$ cat src/mpt_pkg.sv
`default_nettype none

package mpt_pkg;

  // defaults for the top-level parameters
  localparam int MAX_POINTS_DEF = 64;
  localparam int COORD_BITS_DEF = 16;

  // fixed field widths
  localparam int IDX_W     = 6;
  localparam int CFG_IDX_W = 1;
  localparam int CFG_W     = 6;

  // register map
  localparam logic [CFG_IDX_W-1:0] CFG_LEFT  = 1'b0;
  localparam logic [CFG_IDX_W-1:0] CFG_RIGHT = 1'b1;

  localparam logic [IDX_W-1:0] CFG_LEFT_RST  = 6'd0;
  localparam logic [IDX_W-1:0] CFG_RIGHT_RST = 6'd63;

  typedef enum logic [3:0] {
    ST_IDLE,
    ST_DISPATCH,
    ST_FAN_RD,
    ST_FAN_EMIT,
    ST_KEEP,
    ST_POP_RD,
    ST_POP_DIFF,
    ST_POP_MUL,
    ST_POP_CMP,
    ST_FLUSH,
    ST_PUSH
  } state_e;

  // controller -> datapath
  typedef struct packed {
    logic cur_load;      // latch incoming vertex
    logic keep_load;     // save stack top before a fan
    logic rd_issue;      // read stack entry below the top
    logic diff_load;     // capture below entry, register differences
    logic mul_load;      // register cross products
    logic fan_step;      // top <= entry read, count - 1
    logic pop_step;      // pending <= (top, below), top <= below, count - 1
    logic keep_write;    // stack[0] <= kept top, count = 1
    logic push;          // store current vertex unless full
    logic clear;         // count = 0
    logic out_load;      // load output register
    logic out_sel_pend;  // output from pending triangle
    logic out_last;      // run-end mark of loaded triangle
  } cmd_t;

  // datapath -> controller
  typedef struct packed {
    logic out_free;
    logic cnt_zero;
    logic cnt_gt1;
    logic cnt_is2;
    logic cur_final;
    logic chain_diff;
    logic pop_ok;
  } sts_t;

  function automatic logic chain_of(logic [IDX_W-1:0] l, logic [IDX_W-1:0] r,
                                    logic [IDX_W-1:0] i);
    return ((l < i) ^ (r < i)) ^ (l < r);
  endfunction

endpackage

`default_nettype wire

$ cat src/mpt_ram.sv
`default_nettype none

module mpt_ram #(
  parameter int WIDTH = 38,
  parameter int DEPTH = 64
) (
  input  wire logic                     clk_i,
  input  wire logic                     we_i,
  input  wire logic [$clog2(DEPTH)-1:0] waddr_i,
  input  wire logic [WIDTH-1:0]         wdata_i,
  input  wire logic                     re_i,
  input  wire logic [$clog2(DEPTH)-1:0] raddr_i,
  output logic      [WIDTH-1:0]         rdata_o
);

  logic [WIDTH-1:0] mem_q [DEPTH];

  always_ff @(posedge clk_i) begin
    if (we_i) begin
      mem_q[waddr_i] <= wdata_i;
    end
    if (re_i) begin
      rdata_o <= mem_q[raddr_i];
    end
  end

endmodule

`default_nettype wire

$ cat src/mpt_datapath.sv
`default_nettype none

module mpt_datapath #(
  parameter int MAX_POINTS = mpt_pkg::MAX_POINTS_DEF,
  parameter int COORD_BITS = mpt_pkg::COORD_BITS_DEF
) (
  input  wire logic                           clk_i,
  input  wire logic                           rst_ni,
  input  wire logic                           cfg_we_i,
  input  wire logic [mpt_pkg::CFG_IDX_W-1:0]  cfg_index_i,
  input  wire logic [mpt_pkg::CFG_W-1:0]      cfg_data_i,
  input  wire logic [COORD_BITS-1:0]          in_x_i,
  input  wire logic [COORD_BITS-1:0]          in_y_i,
  input  wire logic [mpt_pkg::IDX_W-1:0]      in_idx_i,
  input  wire logic                           in_final_i,
  input  wire mpt_pkg::cmd_t                  cmd_i,
  output mpt_pkg::sts_t                       sts_o,
  input  wire logic                           out_ready_i,
  output logic                                out_valid_o,
  output logic [COORD_BITS-1:0]               out_ax_o,
  output logic [COORD_BITS-1:0]               out_ay_o,
  output logic [COORD_BITS-1:0]               out_bx_o,
  output logic [COORD_BITS-1:0]               out_by_o,
  output logic [COORD_BITS-1:0]               out_cx_o,
  output logic [COORD_BITS-1:0]               out_cy_o,
  output logic                                out_last_o
);

  localparam int AW = $clog2(MAX_POINTS);
  localparam int VW = 2 * COORD_BITS + mpt_pkg::IDX_W;
  localparam int DW = COORD_BITS + 1;
  localparam int PW = 2 * DW;
  localparam logic [AW-1:0] CNT_MAX = AW'(MAX_POINTS - 1);

  // vertex word: {idx, y, x}
  logic [VW-1:0] cur_v, top_q, keep_q, below_q, pend_top_q, pend_below_q, rd_data;
  logic signed [COORD_BITS-1:0] cur_x_q, cur_y_q;
  logic [mpt_pkg::IDX_W-1:0]    cur_idx_q;
  logic                         cur_final_q;
  logic [mpt_pkg::IDX_W-1:0]    left_q, right_q;
  logic [AW-1:0]                cnt_q, cnt_d, rd_addr, wr_addr;
  logic [VW-1:0]                wr_data;
  logic                         wr_en;

  logic signed [COORD_BITS-1:0] top_x, top_y, bel_x, bel_y;
  logic signed [DW-1:0]         ux_q, uy_q, vx_q, vy_q;
  logic signed [PW-1:0]         p1_q, p2_q;
  logic [VW-1:0]                out_b, out_c;
  logic                         out_valid_q;

  assign cur_v = {cur_idx_q, cur_y_q, cur_x_q};
  assign top_x = top_q[COORD_BITS-1:0];
  assign top_y = top_q[2*COORD_BITS-1:COORD_BITS];
  assign bel_x = rd_data[COORD_BITS-1:0];
  assign bel_y = rd_data[2*COORD_BITS-1:COORD_BITS];

  // configuration registers
  always_ff @(posedge clk_i or negedge rst_ni) begin
    if (!rst_ni) begin
      left_q  <= mpt_pkg::CFG_LEFT_RST;
      right_q <= mpt_pkg::CFG_RIGHT_RST;
    end else if (cfg_we_i) begin
      unique case (cfg_index_i)
        mpt_pkg::CFG_LEFT:  left_q  <= cfg_data_i;
        mpt_pkg::CFG_RIGHT: right_q <= cfg_data_i;
        default: ;
      endcase
    end
  end

  // stack memory
  assign rd_addr = cnt_q - AW'(2);
  assign wr_en   = cmd_i.keep_write || (cmd_i.push && cnt_q != CNT_MAX);
  assign wr_addr = cmd_i.keep_write ? '0 : cnt_q;
  assign wr_data = cmd_i.keep_write ? keep_q : cur_v;

  mpt_ram #(
    .WIDTH(VW),
    .DEPTH(MAX_POINTS)
  ) u_stack (
    .clk_i  (clk_i),
    .we_i   (wr_en),
    .waddr_i(wr_addr),
    .wdata_i(wr_data),
    .re_i   (cmd_i.rd_issue),
    .raddr_i(rd_addr),
    .rdata_o(rd_data)
  );

  // stack count
  always_comb begin
    priority if (cmd_i.clear) begin
      cnt_d = '0;
    end else if (cmd_i.keep_write) begin
      cnt_d = AW'(1);
    end else if (cmd_i.fan_step || cmd_i.pop_step) begin
      cnt_d = cnt_q - AW'(1);
    end else if (cmd_i.push && cnt_q != CNT_MAX) begin
      cnt_d = cnt_q + AW'(1);
    end else begin
      cnt_d = cnt_q;
    end
  end

  always_ff @(posedge clk_i or negedge rst_ni) begin
    if (!rst_ni) begin
      cnt_q <= '0;
    end else begin
      cnt_q <= cnt_d;
    end
  end

  // vertex registers
  always_ff @(posedge clk_i) begin
    if (cmd_i.cur_load) begin
      cur_x_q     <= in_x_i;
      cur_y_q     <= in_y_i;
      cur_idx_q   <= in_idx_i;
      cur_final_q <= in_final_i;
    end
    if (cmd_i.keep_load) begin
      keep_q <= top_q;
    end
    priority if (cmd_i.keep_write) begin
      top_q <= keep_q;
    end else if (cmd_i.fan_step) begin
      top_q <= rd_data;
    end else if (cmd_i.pop_step) begin
      top_q <= below_q;
    end else if (cmd_i.push && cnt_q != CNT_MAX) begin
      top_q <= cur_v;
    end else begin
      top_q <= top_q;
    end
    if (cmd_i.pop_step) begin
      pend_top_q   <= top_q;
      pend_below_q <= below_q;
    end
  end

  // convexity test: u = cur - top, v = below - top, compare ux*vy against uy*vx
  always_ff @(posedge clk_i) begin
    if (cmd_i.diff_load) begin
      below_q <= rd_data;
      ux_q    <= DW'(cur_x_q) - DW'(top_x);
      uy_q    <= DW'(cur_y_q) - DW'(top_y);
      vx_q    <= DW'(bel_x) - DW'(top_x);
      vy_q    <= DW'(bel_y) - DW'(top_y);
    end
    if (cmd_i.mul_load) begin
      p1_q <= ux_q * vy_q;
      p2_q <= uy_q * vx_q;
    end
  end

  // output register
  assign out_b = cmd_i.out_sel_pend ? pend_top_q   : top_q;
  assign out_c = cmd_i.out_sel_pend ? pend_below_q : rd_data;

  always_ff @(posedge clk_i or negedge rst_ni) begin
    if (!rst_ni) begin
      out_valid_q <= 1'b0;
    end else if (cmd_i.out_load) begin
      out_valid_q <= 1'b1;
    end else if (out_ready_i) begin
      out_valid_q <= 1'b0;
    end
  end

  always_ff @(posedge clk_i) begin
    if (cmd_i.out_load) begin
      out_ax_o   <= cur_x_q;
      out_ay_o   <= cur_y_q;
      out_bx_o   <= out_b[COORD_BITS-1:0];
      out_by_o   <= out_b[2*COORD_BITS-1:COORD_BITS];
      out_cx_o   <= out_c[COORD_BITS-1:0];
      out_cy_o   <= out_c[2*COORD_BITS-1:COORD_BITS];
      out_last_o <= cmd_i.out_last;
    end
  end

  assign out_valid_o = out_valid_q;

  // status
  assign sts_o.out_free   = !out_valid_q || out_ready_i;
  assign sts_o.cnt_zero   = cnt_q == '0;
  assign sts_o.cnt_gt1    = cnt_q > AW'(1);
  assign sts_o.cnt_is2    = cnt_q == AW'(2);
  assign sts_o.cur_final  = cur_final_q;
  assign sts_o.chain_diff =
    mpt_pkg::chain_of(left_q, right_q, cur_idx_q) !=
    mpt_pkg::chain_of(left_q, right_q, top_q[VW-1:2*COORD_BITS]);
  assign sts_o.pop_ok     =
    (p1_q > p2_q) ^ mpt_pkg::chain_of(left_q, right_q, cur_idx_q);

  a_no_overwrite: assert property (@(posedge clk_i) disable iff (!rst_ni)
    cmd_i.out_load |-> (!out_valid_q || out_ready_i))
    else $error("output register overwritten before transfer");

  a_step_needs_two: assert property (@(posedge clk_i) disable iff (!rst_ni)
    (cmd_i.fan_step || cmd_i.pop_step) |-> cnt_q >= AW'(2))
    else $error("stack step with fewer than two entries");

  a_read_in_range: assert property (@(posedge clk_i) disable iff (!rst_ni)
    cmd_i.rd_issue |-> cnt_q >= AW'(2))
    else $error("stack read below bottom");

endmodule

`default_nettype wire

$ cat src/mpt_ctrl.sv
`default_nettype none

module mpt_ctrl (
  input  wire logic           clk_i,
  input  wire logic           rst_ni,
  input  wire logic           in_valid_i,
  output logic                in_ready_o,
  input  wire mpt_pkg::sts_t  sts_i,
  output mpt_pkg::cmd_t       cmd_o
);

  mpt_pkg::state_e state_q, state_d;
  logic            pend_q, pend_d;

  always_ff @(posedge clk_i or negedge rst_ni) begin
    if (!rst_ni) begin
      state_q <= mpt_pkg::ST_IDLE;
      pend_q  <= 1'b0;
    end else begin
      state_q <= state_d;
      pend_q  <= pend_d;
    end
  end

  // next state
  always_comb begin
    state_d = state_q;
    unique case (state_q)
      mpt_pkg::ST_IDLE: begin
        if (in_valid_i) state_d = mpt_pkg::ST_DISPATCH;
      end
      mpt_pkg::ST_DISPATCH: begin
        priority if (sts_i.cur_final) begin
          state_d = sts_i.cnt_gt1 ? mpt_pkg::ST_FAN_RD : mpt_pkg::ST_IDLE;
        end else if (sts_i.cnt_zero) begin
          state_d = mpt_pkg::ST_PUSH;
        end else if (sts_i.chain_diff) begin
          state_d = sts_i.cnt_gt1 ? mpt_pkg::ST_FAN_RD : mpt_pkg::ST_PUSH;
        end else begin
          state_d = sts_i.cnt_gt1 ? mpt_pkg::ST_POP_RD : mpt_pkg::ST_PUSH;
        end
      end
      mpt_pkg::ST_FAN_RD: state_d = mpt_pkg::ST_FAN_EMIT;
      mpt_pkg::ST_FAN_EMIT: begin
        if (sts_i.out_free) begin
          if (!sts_i.cnt_is2) begin
            state_d = mpt_pkg::ST_FAN_RD;
          end else begin
            state_d = sts_i.cur_final ? mpt_pkg::ST_IDLE : mpt_pkg::ST_KEEP;
          end
        end
      end
      mpt_pkg::ST_KEEP:     state_d = mpt_pkg::ST_PUSH;
      mpt_pkg::ST_POP_RD:   state_d = mpt_pkg::ST_POP_DIFF;
      mpt_pkg::ST_POP_DIFF: state_d = mpt_pkg::ST_POP_MUL;
      mpt_pkg::ST_POP_MUL:  state_d = mpt_pkg::ST_POP_CMP;
      mpt_pkg::ST_POP_CMP: begin
        if (!sts_i.pop_ok) begin
          state_d = mpt_pkg::ST_FLUSH;
        end else if (!pend_q || sts_i.out_free) begin
          state_d = sts_i.cnt_is2 ? mpt_pkg::ST_FLUSH : mpt_pkg::ST_POP_RD;
        end
      end
      mpt_pkg::ST_FLUSH: begin
        if (!pend_q || sts_i.out_free) state_d = mpt_pkg::ST_PUSH;
      end
      mpt_pkg::ST_PUSH: state_d = mpt_pkg::ST_IDLE;
      default: state_d = mpt_pkg::ST_IDLE;
    endcase
  end

  // commands
  always_comb begin
    cmd_o      = '0;
    pend_d     = pend_q;
    in_ready_o = 1'b0;
    unique case (state_q)
      mpt_pkg::ST_IDLE: begin
        in_ready_o      = 1'b1;
        cmd_o.cur_load  = in_valid_i;
      end
      mpt_pkg::ST_DISPATCH: begin
        if (sts_i.cur_final) begin
          cmd_o.clear = !sts_i.cnt_gt1;
        end else if (!sts_i.cnt_zero && sts_i.chain_diff) begin
          cmd_o.keep_load = 1'b1;
        end
      end
      mpt_pkg::ST_FAN_RD: cmd_o.rd_issue = 1'b1;
      mpt_pkg::ST_FAN_EMIT: begin
        if (sts_i.out_free) begin
          cmd_o.out_load = 1'b1;
          cmd_o.out_last = sts_i.cnt_is2;
          cmd_o.fan_step = 1'b1;
          cmd_o.clear    = sts_i.cnt_is2 && sts_i.cur_final;
        end
      end
      mpt_pkg::ST_KEEP:     cmd_o.keep_write = 1'b1;
      mpt_pkg::ST_POP_RD:   cmd_o.rd_issue   = 1'b1;
      mpt_pkg::ST_POP_DIFF: cmd_o.diff_load  = 1'b1;
      mpt_pkg::ST_POP_MUL:  cmd_o.mul_load   = 1'b1;
      mpt_pkg::ST_POP_CMP: begin
        // a popped triangle waits until the next test says whether it ends the run
        if (sts_i.pop_ok && (!pend_q || sts_i.out_free)) begin
          cmd_o.out_load     = pend_q;
          cmd_o.out_sel_pend = 1'b1;
          cmd_o.pop_step     = 1'b1;
          pend_d             = 1'b1;
        end
      end
      mpt_pkg::ST_FLUSH: begin
        if (pend_q && sts_i.out_free) begin
          cmd_o.out_load     = 1'b1;
          cmd_o.out_sel_pend = 1'b1;
          cmd_o.out_last     = 1'b1;
          pend_d             = 1'b0;
        end
      end
      mpt_pkg::ST_PUSH: cmd_o.push = 1'b1;
      default: ;
    endcase
  end

  a_idle_no_pending: assert property (@(posedge clk_i) disable iff (!rst_ni)
    state_q == mpt_pkg::ST_IDLE |-> !pend_q)
    else $error("pending triangle lost at end of vertex");

endmodule

`default_nettype wire

$ cat src/monotone_polygon_triangulator.sv
`default_nettype none

// Channel   Dir  Fields (tdata low bit up)                     tlast
// s_axis    in   vert_x, vert_y, vert_index                    is_final
// m_axis    out  tri_ax, tri_ay, tri_bx, tri_by, tri_cx, tri_cy run_end
// cfg       in   we, index (0 left_vertex_index, 1 right_vertex_index), data
//
// One vertex at a time: accept, dispatch, then push. A pop on the same chain
// steps through stack read, differences, products and compare; a fan triangle
// steps through stack read and emit. The stack memory has a single registered
// read port. Reset clears the stack count and output valid and sets the
// configuration to its defaults; the stack memory itself needs no clearing.
// A stalled m_axis holds the sequencer at the emit, compare or flush step;
// s_axis is taken only between vertices.

module monotone_polygon_triangulator #(
  parameter int MAX_POINTS = mpt_pkg::MAX_POINTS_DEF,
  parameter int COORD_BITS = mpt_pkg::COORD_BITS_DEF,
  localparam int IN_DW  = ((2 * COORD_BITS + mpt_pkg::IDX_W + 7) / 8) * 8,
  localparam int OUT_DW = ((6 * COORD_BITS + 7) / 8) * 8
) (
  input  wire logic                          clk_i,
  input  wire logic                          rst_ni,
  // configuration write port
  input  wire logic                          cfg_we_i,
  input  wire logic [mpt_pkg::CFG_IDX_W-1:0] cfg_index_i,
  input  wire logic [mpt_pkg::CFG_W-1:0]     cfg_data_i,
  // vertex stream
  input  wire logic                          s_axis_tvalid,
  output logic                               s_axis_tready,
  input  wire logic [IN_DW-1:0]              s_axis_tdata,  // vert_x, vert_y, vert_index
  input  wire logic                          s_axis_tlast,  // is_final
  // triangle stream
  output logic                               m_axis_tvalid,
  input  wire logic                          m_axis_tready,
  output logic [OUT_DW-1:0]                  m_axis_tdata,  // ax, ay, bx, by, cx, cy
  output logic                               m_axis_tlast   // run_end
);

  mpt_pkg::cmd_t cmd;
  mpt_pkg::sts_t sts;

  logic [COORD_BITS-1:0] ax, ay, bx, by, cx, cy;

  mpt_ctrl u_ctrl (
    .clk_i     (clk_i),
    .rst_ni    (rst_ni),
    .in_valid_i(s_axis_tvalid),
    .in_ready_o(s_axis_tready),
    .sts_i     (sts),
    .cmd_o     (cmd)
  );

  mpt_datapath #(
    .MAX_POINTS(MAX_POINTS),
    .COORD_BITS(COORD_BITS)
  ) u_datapath (
    .clk_i      (clk_i),
    .rst_ni     (rst_ni),
    .cfg_we_i   (cfg_we_i),
    .cfg_index_i(cfg_index_i),
    .cfg_data_i (cfg_data_i),
    .in_x_i     (s_axis_tdata[COORD_BITS-1:0]),
    .in_y_i     (s_axis_tdata[2*COORD_BITS-1:COORD_BITS]),
    .in_idx_i   (s_axis_tdata[2*COORD_BITS+mpt_pkg::IDX_W-1:2*COORD_BITS]),
    .in_final_i (s_axis_tlast),
    .cmd_i      (cmd),
    .sts_o      (sts),
    .out_ready_i(m_axis_tready),
    .out_valid_o(m_axis_tvalid),
    .out_ax_o   (ax),
    .out_ay_o   (ay),
    .out_bx_o   (bx),
    .out_by_o   (by),
    .out_cx_o   (cx),
    .out_cy_o   (cy),
    .out_last_o (m_axis_tlast)
  );

  // zero fill up to a byte boundary
  assign m_axis_tdata = OUT_DW'({cy, cx, by, bx, ay, ax});

endmodule

`default_nettype wire

$ cat config.mk
export PLATFORM = sky130hd
export DESIGN_NAME = monotone_polygon_triangulator
export DESIGN_NICKNAME = d
export VERILOG_FILES = /design/src/mpt_pkg.sv /design/src/mpt_ram.sv /design/src/mpt_datapath.sv /design/src/mpt_ctrl.sv /design/src/monotone_polygon_triangulator.sv
export SDC_FILE = /design/constraint.sdc
export NUM_CORES = 2
export LEC_CHECK = 0
export CAP_MARGIN = 20
export CORE_MARGIN = 1.5
export CORE_UTILIZATION = 30
export CTS_BUF_LIST = sky130_fd_sc_hd__clkbuf_8
export DETAILED_ROUTE_END_ITERATION = 16
export DONT_BUFFER_PORTS = 1
export GPL_ROUTABILITY_DRIVEN = 0
export PLACE_DENSITY = 0.41
export SETUP_SLACK_MARGIN = 0.15
export SLEW_MARGIN = 10
export SYNTH_ARGS = -nofsm -noshare
export SYNTH_HDL_FRONTEND = slang
export SYNTH_HIERARCHICAL = 1
export SYNTH_SLANG_ARGS = --single-unit
$ cat constraint.sdc
create_clock -name clk_i -period 14.6 [get_ports clk_i]
set_input_delay 2.19 -clock clk_i [delete_from_list [all_inputs] [get_ports clk_i]]
set_output_delay 2.19 -clock clk_i [all_outputs]
set_load 0.005 [all_outputs]
* After elaboration in Yosys (flattened, before gate mapping)
Memories as Yosys holds them, arrays and structs flattened. A register that Yosys moved wholly into a read port is not among the register bits.
Index checks and enable logic that the tools add are counted.
** Cells by class
- Add/sub/neg operators :: 7
- Multiply operators :: 2
- Order comparisons :: 7
- Equality and inequality tests :: 19
- Mux-type cells :: 57
- Bitwise logic cells :: 6
- Reduce and logical (&&, ||, !) cells :: 24
** Operators with widths (count)
- $mux 38 :: 5
- $mul 17x17->34 :: 2
- $sub 16x16->17 :: 4
- $mux 32 :: 2
- $mux 4 :: 12
- $pmux 4 s10 :: 1
- $gt 34x34->1 :: 1
- $lt 6x6->1 :: 5
- $mux 6 :: 5
- $mux 1 :: 22
- $eq 4x3->1 const B :: 4
- $eq 4x4->1 const B :: 3
- $eq 4x2->1 const B :: 2
- $ne 2x1->1 const B :: 4
- $pmux 1 s2 :: 4
- $reduce_bool 4->1 :: 2
- $add 6x1->6 const B :: 1
- $eq 6x2->1 const B :: 1
- $gt 6x1->1 const B :: 1
- $logic_not 6->1 :: 1
- $mux 2 :: 3
- $mux 3 :: 2
- $ne 6x6->1 const B :: 1
- $sub 6x1->6 const B :: 1
- other kinds (17) :: 33
** Storage, ports and cells
- Register bits after elaboration :: 474
- RAM bits :: 2432
- Input port bits :: 53
- Logic and storage cells :: 151
- Memories kept :: 1
** Memories
- u_datapath.u_stack.mem_q :: depth 64, width 38, read ports 1, clocked after Yosys merged registers in 1, write ports 1, RTL line mpt_ram.sv:16 : logic [WIDTH-1:0] mem_q [DEPTH];

* Logic depth before layout (Yosys ltp)
- Word-level depth :: 11
- Mapped depth :: 24
- Gate-level depth less buffers :: 22

* Cells and area by module
The synthesis kept the hierarchy.
** Modules (own cells, without submodules)
- mpt_ram :: instances 1, cells an instance 3989, area each 93319.5 sq um, sequential area each 74171.1 sq um
- mpt_datapath :: instances 1, cells an instance 4010, area each 43072.6 sq um, sequential area each 13995.9 sq um
- mpt_ctrl :: instances 1, cells an instance 76, area each 596.8 sq um, sequential area each 125.1 sq um

* Worst setup path before layout
No wires, ideal clock.
- Path type :: reg-to-reg
- From :: register u_datapath/cur_idx_q[1] (netlist bit)
- To :: register u_datapath.out_ax_o[0] (enable)
- Arrival time :: 9.670 ns
- Slack :: 4.228 ns
- Stages on the path, launching flop included :: 12
- Buffers on the path :: 0
- Period minus slack after synthesis :: 10.372 ns
- Cells stage by stage :: edfxtp_1 inv_1 ha_1 a2111oi_1 o21ai_2 xor2_1 xor2_1 mux2i_1 and3b_1 a2111oi_2 o2111ai_1 a21boi_0
** RTL lines
- start: declaration :: RTL line mpt_datapath.sv:38 : logic [mpt_pkg::IDX_W-1:0] cur_idx_q;
- start signal: assignment :: RTL line mpt_datapath.sv:118 : cur_idx_q <= in_idx_i;
- end signal: assignment :: RTL line mpt_datapath.sv:172 : out_ax_o <= cur_x_q;
- end: declaration :: RTL line mpt_datapath.sv:20 : output logic [COORD_BITS-1:0] out_ax_o,

* Worst setup path in the final report
- From :: register u_datapath.vy_q[3]
- To :: register u_datapath.p1_q[28], data pin
** On the way
- Longest elaborated chain between the ends :: 1
** RTL lines
- start: declaration :: RTL line mpt_datapath.sv:46 : logic signed [DW-1:0] ux_q, uy_q, vx_q, vy_q;
- start signal: assignment :: RTL line mpt_datapath.sv:148 : vy_q <= DW'(bel_y) - DW'(top_y);
- $mul 17x17->34 :: RTL line mpt_datapath.sv:151 : p1_q <= ux_q * vy_q;
- end signal: assignment :: RTL line mpt_datapath.sv:151
- end: declaration :: RTL line mpt_datapath.sv:47 : logic signed [PW-1:0] p1_q, p2_q;
Every way passes these cells.
A chain may end at the register's enable or synchronous reset.

==> flow_summary.json <==
{
  "ff_latch_area_um2": 88300,
  "first_pass_iters": 5,
  "hold_class": "reg2reg",
  "netlist_instances": 8075,
  "wl_um": 422000,
  "start_kind": "flop",
  "grt_max_degree": 104,
  "yosysWarnings": 6,
  "die_height_um": 679,
  "h-tree-depth": 6,
  "netlist-cell-type-count": 84,
  "antenna_found_initial": 49,
  "maxCapViolCount": 0,
  "worstPathRequired_ns": 15.44,
  "crit_fanout": 17,
  "fillers": 43600,
  "wl_per_cell_um": 28.4,
  "crit_type": "reg2reg",
  "drive_gt1_share_pct": 19.0,
  "postRouteAntennaNets": 0,
  "timing.slew.headroom_pct": 15.3,
  "layout.nets": 9425,
  "yosys_register_bits": 2944,
  "grt_pass1_wl_um": 595000,
  "period_share_pct": 48.9,
  "maxSlewViolCount": 0,
  "core_area_um2": 454000,
  "status": "finished, final reports clean",
  "async_reset_ff_share_pct": 0.815,
  "syn_nets": 9025,
  "pin_count": 152,
  "hold_viol_final": 0,
  "cts_setup_buffers": 0,
  "worstSkewPairLatency_ns": 1.22,
  "setup_violations": 0,
  "multi_input_area_um2": 45100,
  "clk_pin_slew_ns": 0.05,
  "clock-sinks": 2944,
  "fp.dieW_um": 679,
  "clk_path_buf_depth": 4,
  "cts_tree": "done",
  "hold_buffers": 0,
  "root_buffer": "clkbuf_8",
  "hpwl_um": 255000,
  "yosys.area.top_type": "edfxtp_1",
  "min_period_ns": 7.14,
  "die-area_um2": 461000,
  "numPortBuffers": 0,
  "grt_pass1_vias": 79400,
  "post_cts_resized": 0,
  "cts_buffers": 533,
  "fin_setup_tns_ns": 0,
  "vias": 73400,
  "worst_pin_slew_ns": 1.27,
  "synthTopCellsByArea": "edfxtp_1 64%, mux4_2 10%, fa_1 8.7%",
  "drcViolationCount": 0,
  "gr-usage-all-layers_pct": 18.1,
  "routed_via_density": 4.94,
  "syn2layout_area_growth_pct": 13.2,
  "ys_seq_area_share_pct": 64.5,
  "syn_area_per_cell_um2": 17.0,
  "overflow": 0,
  "synth_edf_count": 2920,
  "synthFlopType": "edfxtp_1",
  "synth_top_area_share_pct": 64.0,
  "rsz0062_at_grt": "false",
  "arrival_ns": 7.99,
  "rows": 247,
  "netlist_area_um2": 137000,
  "cp-end-kind": "flop",
  "drtIter0Drc": 5686,
  "finClkSkew_ns": 0.123,
  "start_util_pct": 30.2,
  "fmax_mhz": 140,
  "postLayoutCoreUtil_pct": 34.2
}
## worst max-delay path, cell delays in order, from the launching register on
cell	delay (ns)
edfxtp_1	0.88
nand2_1	0.20
inv_1	0.13
fa_1	0.60
fa_1	0.99
fa_1	0.57
fa_1	0.51
fa_1	0.49
inv_1	0.05
fa_1	0.47
inv_1	0.04
ha_1	0.42
and4_1	0.27
nand4_1	0.21
a211oi_1	0.44
nor2_1	0.10
xnor2_1	0.45
## flip-flops by register name (all words and copies together) (netlist names), 32 cells and up
name	count
u_datapath/u_stack/rdata_o	38
u_datapath/keep_q	38
u_datapath/pend_below_q	32
u_datapath/p1_q	34
u_datapath/top_q	38
u_datapath/below_q	38
u_datapath/u_stack/mem_q	2432
u_datapath/pend_top_q	32
u_datapath/p2_q	34
## synth_stat cells, types with 15 or more instances
| cell type | n |
|---|---|
| buf_1 | 31 |
| o211ai_1 | 15 |
| o22ai_1 | 103 |
| a21o_1 | 48 |
| xnor2_1 | 94 |
| nand4_1 | 17 |
| fa_1 | 596 |
| nand2_1 | 469 |
| xor2_1 | 18 |
| nand3_1 | 44 |
| mux2_2 | 66 |
| buf_4 | 21 |
| buf_6 | 20 |
| o21a_1 | 20 |
| nor2b_1 | 37 |
| and2_1 | 301 |
| nor3_1 | 43 |
| nor2_1 | 290 |
| or3_1 | 15 |
| clkbuf_1 | 212 |
| mux4_2 | 608 |
| inv_1 | 807 |
| a21oi_1 | 209 |
| and3_1 | 17 |
| o21ai_1 | 17 |
| o21ai_0 | 161 |
| dfrtp_1 | 18 |
| nand2b_1 | 41 |
| a211oi_1 | 21 |
| o221ai_1 | 33 |
| mux2i_1 | 105 |
| a22oi_1 | 140 |
| buf_2 | 62 |
| ha_1 | 301 |
| edfxtp_1 | 2920 |
## layout make-up
cell class                      count  share of cell area [%]
Timing Repair Buffer              214                    1.09
Inverter                          808                    1.97
Clock inverter                    389                    1.28
Multi-Input combinational cell   3974                    29.1
Sequential cell                  2944                    56.9
Clock buffer                      542                    4.81
Tap cell                         5976                    4.82
Antenna cell                       12                  0.0194
## cells in the final DEF (no fill, tap or decap), types with 16 or more instances in the layout
cell type	count
and3_1	16
mux2i_1	105
o21ai_1	17
inv_6	16
clkinv_2	32
nand4_1	17
a22oi_1	140
dfrtp_1	17
fa_1	596
nand2_1	469
mux2_2	66
a211oi_1	21
nand2b_1	38
inv_1	1001
xor2_1	16
o221ai_1	33
nor2_1	223
clkinv_1	102
and2_1	298
o21ai_4	38
xnor2_1	93
nor3_1	40
buf_4	206
edfxtp_1	2920
clkbuf_8	542
o21a_1	20
o22ai_1	103
a21oi_1	207
a21o_1	48
nor2b_1	35
ha_1	301
nand3_1	44
nor2_4	67
mux4_2	608
o21ai_0	123
## path summary, 6_finish.rpt
kind	startpoint	to	slack [ns]	cells past startpoint
min in group asynchronous	rst_ni	u_ctrl/state_q[0]	0.77	0
max in group asynchronous	rst_ni	u_datapath/right_q[0]	13.64	0
max reg2reg	u_datapath/vy_q[3]	u_datapath/p1_q[28]	7.46	16
min reg2reg	u_datapath/below_q[25]	u_datapath/pend_below_q[25]	0.44	0
min	u_datapath/below_q[25]	u_datapath/pend_below_q[25]	0.44	0
max	u_datapath/vy_q[3]	u_datapath/p1_q[28]	7.46	16
## cell families (layout without fill, tap and decap cells)
| group | Yosys count | in the layout | share of synthesized area [%] |
|---|---|---|---|
| xor+xnor | 112 | 112 | 0.716 |
| other cells | 0 | 12 | 0 |
| mux | 779 | 779 | 11.3 |
| buf+inv | 1157 | 1953 | 3.42 |
| flops | 2944 | 2944 | 64.5 |
| fa+ha+maj | 897 | 897 | 11.5 |
| compound gates | 861 | 861 | 4.01 |
| simple gates | 1325 | 1325 | 4.64 |
## through the flow
| stage | hold slack, ns | instance area (µm²) | setup slack [ns] | cells |
|---|---|---|---|---|
| CTS | 0.438 | 155000 | 7.21 | 14800 |
| global route | 0.455 | 155000 | 6.96 | 14900 |
| finish | 0.441 | 155000 | 7.46 | 14900 |
| global placement | 0.432 | 146000 | 7.21 | 13900 |
| detailed placement | 0.437 | 146000 | 7.25 | 13900 |
| floorplan | 0.426 | 137000 | 4.23 | 8075 |
## routing by layer
metal / vias to the layer above / global-route usage (%) / wire (µm)
met1: 39700 / 23.8 / 179000
li1: 31200 / - / -
met5: - / 0 / 0
met3: 573 / 2.60 / 20700
met2: 1996 / 31.2 / 210000
met4: 0 / 5.14 / 12600
Power is left out: the tool's default activity adds up to more than one toggle a clock period on the data nets, which glitch-free logic cannot reach.
